$ cat src/hw/rtl/catmull_rom_stroke_smoother_unit_assert.svh
`ifndef CATMULL_ROM_STROKE_SMOOTHER_UNIT_ASSERT_SVH
`define CATMULL_ROM_STROKE_SMOOTHER_UNIT_ASSERT_SVH

// Same-cycle implication, sampled on clk_i, off while rst_ni is low.
`define CRSS_ASSERT_NOW(lbl, ante, cons, msg) \
  lbl: assert property (@(posedge clk_i) disable iff (!rst_ni) (ante) |-> (cons)) \
    else $error(msg);

// Next-cycle implication, sampled on clk_i, off while rst_ni is low.
`define CRSS_ASSERT_NEXT(lbl, ante, cons, msg) \
  lbl: assert property (@(posedge clk_i) disable iff (!rst_ni) (ante) |=> (cons)) \
    else $error(msg);

`endif

$ cat src/hw/rtl/crss_pkg.sv
package crss_pkg;

  localparam int COORD_W  = 12;
  localparam int OUT_W    = 22;
  localparam int SEG_LOG2 = 3;
  localparam int SEGMENTS = 1 << SEG_LOG2;

  // Curve numerator is scaled by 2*SEGMENTS^3.
  localparam int SH    = 3 * SEG_LOG2;
  localparam int ACC_W = SH + 17;
  localparam int RND_W = ACC_W + 9;
  localparam logic signed [RND_W-1:0] ROUND_BIAS = RND_W'(64'd1 << SH);

  localparam int CNT_W = (SEG_LOG2 > 0) ? SEG_LOG2 : 1;
  localparam logic [CNT_W-1:0] REM_FULL = CNT_W'(SEGMENTS - 1);

  localparam int QDEPTH = 4;
  localparam int QAW    = 2;

  typedef struct packed {
    logic signed [ACC_W-1:0] acc;
    logic signed [ACC_W-1:0] d1;
    logic signed [ACC_W-1:0] d2;
    logic signed [ACC_W-1:0] d3;
  } coef_t;

  typedef struct packed {
    coef_t cx;
    coef_t cy;
    logic  single;
    logic  last;
    logic  done;
  } entry_t;

  // Forward-difference start values for one segment, j = 1 preloaded.
  function automatic coef_t seg_coef(input logic [COORD_W-1:0] p0, input logic [COORD_W-1:0] p1,
                                     input logic [COORD_W-1:0] p2, input logic [COORD_W-1:0] p3);
    logic signed [ACC_W-1:0] e0, e1, e2, e3;
    logic signed [ACC_W-1:0] a, b, d, t, b6, n0, q1, q2;
    coef_t r;
    e0 = ACC_W'(p0);
    e1 = ACC_W'(p1);
    e2 = ACC_W'(p2);
    e3 = ACC_W'(p3);
    a  = (e0 <<< 1) - ((e1 <<< 2) + e1) + (e2 <<< 2) - e3;
    t  = e1 - e2;
    b  = (t <<< 1) + t + e3 - e0;
    d  = e2 - e0;
    b6 = (b <<< 2) + (b <<< 1);
    n0 = e1 <<< (SH + 1);
    q1 = (d <<< (2 * SEG_LOG2)) + (a <<< SEG_LOG2) + b;
    q2 = (a <<< (SEG_LOG2 + 1)) + b6;
    r.acc = n0 + q1;
    r.d1  = q1 + q2;
    r.d2  = q2 + b6;
    r.d3  = b6;
    return r;
  endfunction

  // Plain point: numerator 2*p*SEGMENTS^3 rounds back to p*256.
  function automatic coef_t pass_coef(input logic [COORD_W-1:0] p);
    coef_t r;
    r.acc = ACC_W'(p) <<< (SH + 1);
    r.d1  = '0;
    r.d2  = '0;
    r.d3  = '0;
    return r;
  endfunction

  // floor((256*n + S^3) / (2*S^3))
  function automatic logic signed [OUT_W-1:0] round_out(input logic signed [ACC_W-1:0] n);
    logic signed [RND_W-1:0] t;
    t = (RND_W'(n) <<< 8) + ROUND_BIAS;
    return OUT_W'(t >>> (SH + 1));
  endfunction

endpackage

$ cat src/hw/rtl/crss_queue.sv
`include "catmull_rom_stroke_smoother_unit_assert.svh"

module crss_queue (
  input  logic             clk_i,
  input  logic             rst_ni,
  input  logic             push_i,
  input  crss_pkg::entry_t push_data_i,
  output logic             full_o,
  input  logic             pop_i,
  output logic             empty_o,
  output crss_pkg::entry_t head_o
);
  import crss_pkg::*;

  entry_t         mem_q [QDEPTH];
  logic [QAW-1:0] wr_ptr_q, wr_ptr_d;
  logic [QAW-1:0] rd_ptr_q, rd_ptr_d;
  logic [QAW:0]   cnt_q, cnt_d;

  assign full_o  = (cnt_q == (QAW + 1)'(QDEPTH));
  assign empty_o = (cnt_q == '0);
  assign head_o  = mem_q[rd_ptr_q];

  always_comb begin
    wr_ptr_d = push_i ? wr_ptr_q + 1'b1 : wr_ptr_q;
    rd_ptr_d = pop_i ? rd_ptr_q + 1'b1 : rd_ptr_q;
    cnt_d    = cnt_q;
    if (push_i && !pop_i) begin
      cnt_d = cnt_q + 1'b1;
    end else if (pop_i && !push_i) begin
      cnt_d = cnt_q - 1'b1;
    end
  end

  always_ff @(posedge clk_i or negedge rst_ni) begin
    if (!rst_ni) begin
      wr_ptr_q <= '0;
      rd_ptr_q <= '0;
      cnt_q    <= '0;
    end else begin
      wr_ptr_q <= wr_ptr_d;
      rd_ptr_q <= rd_ptr_d;
      cnt_q    <= cnt_d;
    end
  end

  always_ff @(posedge clk_i) begin
    if (push_i) begin
      mem_q[wr_ptr_q] <= push_data_i;
    end
  end

  `CRSS_ASSERT_NOW(a_no_overflow, push_i, !full_o, "queue push while full")
  `CRSS_ASSERT_NOW(a_no_underflow, pop_i, !empty_o, "queue pop while empty")
  `CRSS_ASSERT_NOW(a_cnt_range, 1'b1, cnt_q <= (QAW + 1)'(QDEPTH), "queue count out of range")

endmodule

$ cat src/hw/rtl/crss_front.sv
`include "catmull_rom_stroke_smoother_unit_assert.svh"

module crss_front (
  input  logic                          clk_i,
  input  logic                          rst_ni,
  input  logic                          in_valid_i,
  output logic                          in_stall_o,
  input  logic [crss_pkg::COORD_W-1:0]  pos_x_i,
  input  logic [crss_pkg::COORD_W-1:0]  pos_y_i,
  input  logic                          stroke_end_i,
  input  logic                          q_full_i,
  output logic                          push_o,
  output crss_pkg::entry_t              push_data_o
);
  import crss_pkg::*;

  localparam logic [1:0] SEEN_NONE = 2'd0;
  localparam logic [1:0] SEEN_ONE  = 2'd1;
  localparam logic [1:0] SEEN_TWO  = 2'd2;
  localparam logic [1:0] SEEN_FULL = 2'd3;

  logic [COORD_W-1:0] win_x_q [3];
  logic [COORD_W-1:0] win_y_q [3];
  logic [1:0]         seen_q, seen_d;
  logic               pend_q, pend_d;
  logic               accept;
  logic               single, last, done;
  logic [COORD_W-1:0] px [4];
  logic [COORD_W-1:0] py [4];

  // The final segment of a stroke is pushed from pend_q after its item, once the queue has room.
  assign in_stall_o = pend_q || q_full_i;
  assign accept     = in_valid_i && !in_stall_o;

  always_comb begin
    push_o = 1'b0;
    single = 1'b0;
    last   = 1'b0;
    done   = 1'b0;
    px[0] = win_x_q[0]; px[1] = win_x_q[1]; px[2] = win_x_q[2]; px[3] = win_x_q[2];
    py[0] = win_y_q[0]; py[1] = win_y_q[1]; py[2] = win_y_q[2]; py[3] = win_y_q[2];
    if (pend_q) begin
      push_o = !q_full_i;
      last   = 1'b1;
      done   = 1'b1;
    end else if (accept) begin
      unique case (seen_q)
        SEEN_NONE: begin
          push_o = 1'b1;
          single = 1'b1;
          last   = 1'b1;
          done   = stroke_end_i;
          px[1]  = pos_x_i;
          py[1]  = pos_y_i;
        end
        SEEN_ONE: begin
          push_o = stroke_end_i;
          last   = 1'b1;
          done   = 1'b1;
          px[0] = win_x_q[2]; px[1] = win_x_q[2]; px[2] = pos_x_i; px[3] = pos_x_i;
          py[0] = win_y_q[2]; py[1] = win_y_q[2]; py[2] = pos_y_i; py[3] = pos_y_i;
        end
        SEEN_TWO, SEEN_FULL: begin
          push_o = 1'b1;
          last   = !stroke_end_i;
          // Clamp the leading neighbor while only two points are held.
          px[0] = (seen_q == SEEN_TWO) ? win_x_q[1] : win_x_q[0];
          py[0] = (seen_q == SEEN_TWO) ? win_y_q[1] : win_y_q[0];
          px[1] = win_x_q[1]; px[2] = win_x_q[2]; px[3] = pos_x_i;
          py[1] = win_y_q[1]; py[2] = win_y_q[2]; py[3] = pos_y_i;
        end
        default: begin
          push_o = 1'b0;
        end
      endcase
    end
  end

  assign push_data_o.cx     = single ? pass_coef(px[1]) : seg_coef(px[0], px[1], px[2], px[3]);
  assign push_data_o.cy     = single ? pass_coef(py[1]) : seg_coef(py[0], py[1], py[2], py[3]);
  assign push_data_o.single = single;
  assign push_data_o.last   = last;
  assign push_data_o.done   = done;

  always_comb begin
    seen_d = seen_q;
    pend_d = pend_q;
    if (pend_q && !q_full_i) begin
      pend_d = 1'b0;
    end
    if (accept) begin
      if (stroke_end_i) begin
        seen_d = SEEN_NONE;
      end else if (seen_q != SEEN_FULL) begin
        seen_d = seen_q + 1'b1;
      end
      pend_d = stroke_end_i && (seen_q == SEEN_TWO || seen_q == SEEN_FULL);
    end
  end

  always_ff @(posedge clk_i or negedge rst_ni) begin
    if (!rst_ni) begin
      seen_q <= SEEN_NONE;
      pend_q <= 1'b0;
    end else begin
      seen_q <= seen_d;
      pend_q <= pend_d;
    end
  end

  always_ff @(posedge clk_i) begin
    if (accept) begin
      win_x_q[0] <= win_x_q[1];
      win_x_q[1] <= win_x_q[2];
      win_x_q[2] <= pos_x_i;
      win_y_q[0] <= win_y_q[1];
      win_y_q[1] <= win_y_q[2];
      win_y_q[2] <= pos_y_i;
    end
  end

  `CRSS_ASSERT_NEXT(a_pend_cleared, accept && stroke_end_i, seen_q == SEEN_NONE,
                    "stroke end did not restart the point count")
  `CRSS_ASSERT_NEXT(a_pend_drains, pend_q && !q_full_i, !pend_q,
                    "final segment not released")

endmodule

$ cat src/hw/rtl/crss_back.sv
`include "catmull_rom_stroke_smoother_unit_assert.svh"

module crss_back (
  input  logic                               clk_i,
  input  logic                               rst_ni,
  input  logic                               q_empty_i,
  input  crss_pkg::entry_t                   q_head_i,
  output logic                               pop_o,
  output logic                               out_valid_o,
  input  logic                               out_stall_i,
  output logic signed [crss_pkg::OUT_W-1:0]  curve_x_o,
  output logic signed [crss_pkg::OUT_W-1:0]  curve_y_o,
  output logic                               last_of_run_o,
  output logic                               stroke_done_o
);
  import crss_pkg::*;

  logic                busy_q;
  logic [CNT_W-1:0]    rem_q;
  coef_t               cx_q, cy_q;
  logic                last_q, done_q;
  logic                out_valid_q;
  logic signed [OUT_W-1:0] out_x_q, out_y_q;
  logic                out_last_q, out_done_q;
  logic                out_free, step, fin, load;

  assign out_free = !out_valid_q || !out_stall_i;
  assign step     = busy_q && out_free;
  assign fin      = step && (rem_q == '0);
  // Load the next segment in the cycle the current one ends.
  assign load     = !q_empty_i && (!busy_q || fin);
  assign pop_o    = load;

  always_ff @(posedge clk_i or negedge rst_ni) begin
    if (!rst_ni) begin
      busy_q      <= 1'b0;
      rem_q       <= '0;
      out_valid_q <= 1'b0;
    end else begin
      if (load) begin
        busy_q <= 1'b1;
        rem_q  <= q_head_i.single ? '0 : REM_FULL;
      end else if (fin) begin
        busy_q <= 1'b0;
      end else if (step) begin
        rem_q <= rem_q - 1'b1;
      end
      if (out_free) begin
        out_valid_q <= step;
      end
    end
  end

  always_ff @(posedge clk_i) begin
    if (load) begin
      cx_q   <= q_head_i.cx;
      cy_q   <= q_head_i.cy;
      last_q <= q_head_i.last;
      done_q <= q_head_i.done;
    end else if (step) begin
      // Advance the cubic by one forward difference.
      cx_q.acc <= cx_q.acc + cx_q.d1;
      cx_q.d1  <= cx_q.d1 + cx_q.d2;
      cx_q.d2  <= cx_q.d2 + cx_q.d3;
      cy_q.acc <= cy_q.acc + cy_q.d1;
      cy_q.d1  <= cy_q.d1 + cy_q.d2;
      cy_q.d2  <= cy_q.d2 + cy_q.d3;
    end
    if (step) begin
      out_x_q    <= round_out(cx_q.acc);
      out_y_q    <= round_out(cy_q.acc);
      out_last_q <= last_q && (rem_q == '0);
      out_done_q <= done_q && (rem_q == '0);
    end
  end

  assign out_valid_o   = out_valid_q;
  assign curve_x_o     = out_x_q;
  assign curve_y_o     = out_y_q;
  assign last_of_run_o = out_last_q;
  assign stroke_done_o = out_done_q;

  `CRSS_ASSERT_NOW(a_done_is_last, out_valid_q && out_done_q, out_last_q,
                   "stroke end flagged on a result that does not end its item")
  `CRSS_ASSERT_NEXT(a_segment_continues, step && (rem_q != '0), busy_q,
                    "segment dropped before its last point")

endmodule

$ cat src/hw/rtl/catmull_rom_stroke_smoother_unit.sv
// Stroke smoother: uniform Catmull-Rom tessellation of a stream of control points.
// Input channel: one control point per item (pos_x_i, pos_y_i in whole pixels,
// stroke_end_i on the last point of a stroke), taken when in_valid_i is high
// and in_stall_o is low. Output channel: one curve point per item, signed fixed
// point with 8 fraction bits, taken when out_valid_o is high and out_stall_i low.
// The first point of a stroke comes back as one result; a second point gives
// none unless it ends the stroke, when it yields SEGMENTS (8) results for its
// segment; each later point yields SEGMENTS for the segment two points back, and
// the end point adds SEGMENTS more for the closing segment. last_of_run_o marks
// the last result of an item, stroke_done_o the last result of a stroke.
// Throughput: one result per cycle while out_stall_i is low, made by the
// forward-difference unit in the back end; points that give no result are taken
// every cycle while the 4-entry segment queue has room and no closing segment
// is pending; a stroke end holds the input until its closing segment is queued.
// When out_stall_i is high the output register holds its result, the back end
// waits, the queue fills and in_stall_o then rises.
// Reset clears the point count, the queue and the output valid; the next item
// after reset starts a new stroke.
module catmull_rom_stroke_smoother_unit (
  input  logic                               clk_i,
  input  logic                               rst_ni,
  input  logic                               in_valid_i,
  output logic                               in_stall_o,
  input  logic [crss_pkg::COORD_W-1:0]       pos_x_i,
  input  logic [crss_pkg::COORD_W-1:0]       pos_y_i,
  input  logic                               stroke_end_i,
  output logic                               out_valid_o,
  input  logic                               out_stall_i,
  output logic signed [crss_pkg::OUT_W-1:0]  curve_x_o,
  output logic signed [crss_pkg::OUT_W-1:0]  curve_y_o,
  output logic                               last_of_run_o,
  output logic                               stroke_done_o
);
  import crss_pkg::*;

  logic   q_full, q_empty, q_push, q_pop;
  entry_t q_wdata, q_head;

  crss_front u_front (
    .clk_i        (clk_i),
    .rst_ni       (rst_ni),
    .in_valid_i   (in_valid_i),
    .in_stall_o   (in_stall_o),
    .pos_x_i      (pos_x_i),
    .pos_y_i      (pos_y_i),
    .stroke_end_i (stroke_end_i),
    .q_full_i     (q_full),
    .push_o       (q_push),
    .push_data_o  (q_wdata)
  );

  crss_queue u_queue (
    .clk_i       (clk_i),
    .rst_ni      (rst_ni),
    .push_i      (q_push),
    .push_data_i (q_wdata),
    .full_o      (q_full),
    .pop_i       (q_pop),
    .empty_o     (q_empty),
    .head_o      (q_head)
  );

  crss_back u_back (
    .clk_i         (clk_i),
    .rst_ni        (rst_ni),
    .q_empty_i     (q_empty),
    .q_head_i      (q_head),
    .pop_o         (q_pop),
    .out_valid_o   (out_valid_o),
    .out_stall_i   (out_stall_i),
    .curve_x_o     (curve_x_o),
    .curve_y_o     (curve_y_o),
    .last_of_run_o (last_of_run_o),
    .stroke_done_o (stroke_done_o)
  );

endmodule
$ cat config.mk
export PLATFORM = sky130hd
export DESIGN_NAME = catmull_rom_stroke_smoother_unit
export DESIGN_NICKNAME = d
export VERILOG_FILES = /design/src/hw/rtl/crss_pkg.sv /design/src/hw/rtl/crss_queue.sv /design/src/hw/rtl/crss_front.sv /design/src/hw/rtl/crss_back.sv /design/src/hw/rtl/catmull_rom_stroke_smoother_unit.sv
export VERILOG_INCLUDE_DIRS = /design/src /design/src/hw/rtl
export SDC_FILE = /design/constraint.sdc
export NUM_CORES = 2
export LEC_CHECK = 0
export ABC_AREA = 1
export BUFFER_PORTS_ARGS = -buffer_cell sky130_fd_sc_hd__buf_2
export CORE_MARGIN = 2
export CORE_UTILIZATION = 70
export DETAILED_ROUTE_END_ITERATION = 8
export PLACE_DENSITY = 0.87
export SYNTH_ARGS = -nofsm -noshare
export SYNTH_HDL_FRONTEND = slang
export SYNTH_SLANG_ARGS = --single-unit
$ cat constraint.sdc
create_clock -name clk_i -period 38.3 [get_ports clk_i]
set_clock_uncertainty 0.1 [all_clocks]
set_input_delay 1.915 -clock clk_i [delete_from_list [all_inputs] [get_ports clk_i]]
set_output_delay 1.915 -clock clk_i [all_outputs]
set_load 0.005 [all_outputs]
======== Word level (Yosys, flattened, before mapping) ========
Memory sizes are Yosys's and may differ from the RTL's.
Index checks and enable logic that the tools add are counted.
storage, ports and cells
  memory bits (writable) .................. 916
  output and inout port bits .............. 48
  flip-flop bits (word level) ............. 271
  input port bits ......................... 29
  memories kept ........................... 3
  logic and storage cells ................. 159
memory list
  name             depth  width  read ports  clocked after memory_dff  write ports  line              text
  u_queue.mem_q    4      211    1           0                         1            crss_queue.sv:15  entry_t mem_q [QDEPTH];
  u_front.win_x_q  3      12     3           0                         3            crss_front.sv:22  logic [COORD_W-1:0] win_x_q [3];
  u_front.win_y_q  3      12     3           0                         3            crss_front.sv:23  logic [COORD_W-1:0] win_y_q [3];
cells by class
  muxes and demuxes ....................... 46
  reductions and logical operators ........ 36
  equality and inequality tests ........... 6
  add/subtract/negate cells ............... 46
operator list
  kind                    count
  $add 26x26->26          20
  $mux 78                 4
  $mux 104                2
  $mux 48                 4
  $pmux 24 s2             2
  $pmux 12 s3             2
  $add 32x11->32 const B  2
  $add 23x26->26          2
  $add 26x13->26          2
  $sub 12x12->13          4
  $sub 26x13->26          2
  $pmux 12 s2             2
  $add 23x15->23          2
  $sub 14x23->23          2
  $sub 23x13->23          2
  $add 14x12->15          2
  $mux 12                 2
  $mux 3                  6
  $mux 1                  17
  $logic_and 1x1->1       10
  $reduce_bool 2->1       5
  $logic_not 1->1         9
  $add 2x1->2 const B     3
  $logic_not 3->1         2
  13 further kinds        24

======== Longest topological paths before layout ========
  depth in word-level cells ............... 14
  gate-level depth with buffers ........... 62

======== Cells and area by module ========
A second synthesis with hierarchy kept.
second synthesis, totals
  cells, all modules ...................... 9247
  area, all modules ....................... 79412.4 µm²
modules (own cells, without submodules)
  module      instances  cells each  area an instance (µm²)  sequential area each (µm²)
  crss_queue  1          2510        34022.6                 25519.5
  crss_front  1          3779        25250.5                 2237.1
  crss_back   1          2958        20139.3                 7332.0

======== Least setup slack after synthesis ========
Ideal clock, no wire load.
  kind .................................... input -> register
  start ................................... in in_valid_i
  end ..................................... mem u_queue.mem_q[0][182] in the netlist's numbering, data pin
  setup slack ............................. 24.910 ns
  buffers on the path ..................... 3
  cell stages on the path ................. 56
  data arrival time ....................... 13.028 ns
  required time ........................... 37.938 ns
  setup time .............................. 0.262 ns
  cells stage by stage .................... nand3_4 inv_4 buf_6 clkbuf_1 clkbuf_1 o21ai_0 ha_1 nand2_1 o21ai_0 a21oi_1 o21bai_1 a21oi_1 o21ai_0 a21oi_1 o21bai_1 xor2_1 fa_1 inv_1 [... 20 more ...] a31oi_1 o21ai_0 a21oi_1 o21bai_1 nand2_1 nand2_1 xor2_1 ha_1 nand2_1 nor4_1 nand4_1 nand3_1 a21oi_1 nand3b_1 nand2_1 nand3_1 nand2_1 nor2_1
RTL lines
  element      line                                    text
  from (decl)  catmull_rom_stroke_smoother_unit.sv:22  input logic in_valid_i,
  to (decl)    crss_queue.sv:15

==> results.sh <==
export IMPL_outcome="finished clean"
export IMPL_setup_tns_ns=0
export IMPL_yosys_warnings=0
export IMPL_final_instance_count_excl_fill=8632
export IMPL_cp_data_required_time_ns=38.66
export IMPL_hpwlAfterDp_microns=128000
export IMPL_placed_cells=8447
export IMPL_yosysUniqueCellTypes=66
export IMPL_min_path_type="flip-flop to flip-flop"
export IMPL_vias=55000
export IMPL_clockBufferDepth=3
export IMPL_cts_resized=0
export IMPL_cp_common_cell="nand2_1"
export IMPL_worstPathArrival_ns=13.13
export IMPL_synth_top_cell_area_share_pct=45.5
export IMPL_ant_nets=0
export IMPL_drt_iter0_markers=7773
export IMPL_hold_worst_slack_ns=0.367
export IMPL_place_congestion=0.966
export IMPL_io_buffers=76
export IMPL_start_util_pct=70.9
export IMPL_worstSkewPairLatency_ns=0.71
export IMPL_synthFlopType="edfxtp_1"
export IMPL_setup_viol=0
export IMPL_holdBufCountCts=0
export IMPL_synth_area_leaders="edfxtp_1 (46%), ha_1 (9.7%), nand2_1 (6.7%), o21ai_0 (5.6%), inv_1 (4.6%)"
export IMPL_syn_area_sq_um=67500
export IMPL_dieArea_sq_um=99000
export IMPL_core_sq_um=95300
export IMPL_r2r_start="u_front.seen_q[1]$_DFFE_PN0P_"
export IMPL_fp_dieH_microns=315
export IMPL_tightest_slew_ns=1.18
export IMPL_reg2reg_depth=49
export IMPL_period_share_pct=33.3
export IMPL_slowest_delay_ns=0.63
export IMPL_async_flop_share_pct=1.44
export IMPL_synthCells=7284
export IMPL_multi_input_area_sq_um=32500
export IMPL_drt_pass1_iterations=6
export IMPL_syn_num_nets=7983
export IMPL_cts_setup_buffers=0
export IMPL_grt_pass1_wl_microns=282000
export IMPL_htree_levels=3
export IMPL_drc=0
export IMPL_fin_nets=7983
export IMPL_overflow=0
export IMPL_rsz0062_at_grt="false"
export IMPL_cts_num_sinks=1039
export IMPL_final_util_pct=76.1
export IMPL_grt_max_degree=229
export IMPL_regArea_sq_um=31100
export IMPL_maxClockFrequency_ghz=0.0784
export IMPL_max_slew_margin_pct=21.3
export IMPL_whs_path_depth=0
export IMPL_worstSetupStartpoint="in_valid_i"
export IMPL_synthTopCellsByCount="nand2_1 (1208), edfxtp_1 (1024), inv_1 (830)"
export IMPL_grtUsageTotal_pct=36.5
export IMPL_grt_pass1_vias=52400
export IMPL_startpoint_type="input pin"
export IMPL_fillers=6321
export IMPL_syn_area_per_cell_sq_um=9.27
export IMPL_synth_most_common_cell="nand2_1"
export IMPL_ys_seq_elements=1039
export IMPL_cts_root_buf="clkbuf_16"
export IMPL_min_delay_start="u_front.win_x_q[0][14]$_DFFE_PN_"
export IMPL_cts_buffers=100
export IMPL_clk_pin_slew_ns=0.06
export IMPL_antenna_found_initial=8
export IMPL_synth_largest_area_cell="edfxtp_1"
export IMPL_synth_edf_count=1024
export IMPL_wl_microns=183000
export IMPL_io_pins=77
export IMPL_wl_per_cell_microns=21.2
export IMPL_synthToLayoutAreaGrowth_pct=7.35
export IMPL_period_needed_ns=12.76
export IMPL_cap_violations=0
export IMPL_path_class="input pin to flip-flop"
export IMPL_worst_setup_path_end_kind="flip-flop"
export IMPL_die_x_microns=315
export IMPL_vias_per_cell=6.38
export IMPL_slew_viol_final=0
export IMPL_path_max_fanout=59
export IMPL_rows=113
export IMPL_slowest_stage="buf_4"
export IMPL_synth_seq_area_share_pct=46.1
export IMPL_finalHoldViolCount=0
export IMPL_drive_above_1_share_pct=4.82
export IMPL_cts_tree="built"
==> kinds of logic after synthesis <==
group	after synthesis	share of synthesized area (%)
compound gates	1793	14.7
simple gates	2350	14.3
buf+inv	1054	5.92
flops	1039	46.1
xor+xnor	377	4.89
mux	1	0.0167
fa+ha+maj	670	14.1
==> final cells by class <==
cell class / count / share of cell area, %
diodes: 1 / 0.00345
clock buffers: 113 / 3.53
clock inverters: 71 / 1.21
inverters: 843 / 4.39
multi-input cells: 5191 / 44.8
flip-flops and latches: 1039 / 42.9
well taps: 1265 / 2.18
repair buffers: 109 / 0.953
==> flip-flops by register name, indices dropped and copies added (netlist names) <==
name and count:
u_back.busy_q 1, u_back.curve_x_o 22, u_back.curve_y_o 22, u_back.cx_q 94, u_back.cy_q 94, u_back.done_q 1
u_back.last_of_run_o 1, u_back.last_q 1, u_back.out_valid_o 1, u_back.rem_q 3, u_back.stroke_done_o 1, u_front.pend_q 1
u_front.seen_q 2, u_front.win_x_q 36, u_front.win_y_q 36, u_queue.cnt_q 3, u_queue.mem_q 716, u_queue.rd_ptr_q 2
u_queue.wr_ptr_q 2
==> placed cells by master, fill, tap and decap left out, types with 181 or more instances in the layout <==
cell      instances
edfxtp_1       1024
xor2_1          253
ha_1            521
nand3_1         218
nand2_1        1206
a21oi_1         555
nor2_1          703
o21ai_0         761
o22ai_1         181
inv_1           828
==> worst paths after layout <==
| path | end | slack (ns) |
|---|---|---|
| min | u_front.win_x_q[0][2]$_DFFE_PN_ | 0.37 |
| max reg2reg | u_queue.mem_q[2][104]$_DFFE_PP_ | 26.13 |
| max in group asynchronous | u_queue.rd_ptr_q[0]$_DFFE_PN0P_ | 36.54 |
| max | u_queue.mem_q[2][182]$_DFFE_PP_ | 25.54 |
| min in group asynchronous | u_front.seen_q[0]$_DFFE_PN0P_ | 1.10 |
| min reg2reg | u_front.win_x_q[0][2]$_DFFE_PN_ | 0.37 |
==> per-layer routing <==
| layer | vias up | track usage [%] | part of all wire [%] |
|---|---|---|---|
| met5 | - | 0 | 0.048 |
| met4 | 14 | 10.8 | 3.1 |
| met2 | 3392 | 56.3 | 45 |
| met1 | 25900 | 52.4 | 40 |
| met3 | 443 | 7.71 | 13 |
| li1 | 25300 | - | - |
==> metrics by stage <==
stage / worst slack (ns) / instance area, sq um
floorplan: 24.91 / 67500
global placement: 25.21 / 69100
finish: 25.54 / 72500
detailed placement: 24.96 / 69100
global route: 24.64 / 72500
CTS: 25.68 / 72500
==> critical path, delay by kind of cell <==
family | cells | cell delay (ns)
adder cells (fa/ha/maj) | 8 | 3.09
XOR/XNOR | 3 | 0.79
buffers and inverters | 6 | 1.56
AND/OR/NAND/NOR | 19 | 2.43
AO/OA/AOI/OAI | 19 | 3.29
Power is left out: the tool's default activity adds up to more than one toggle a clock period on the data nets, which glitch-free logic cannot reach.
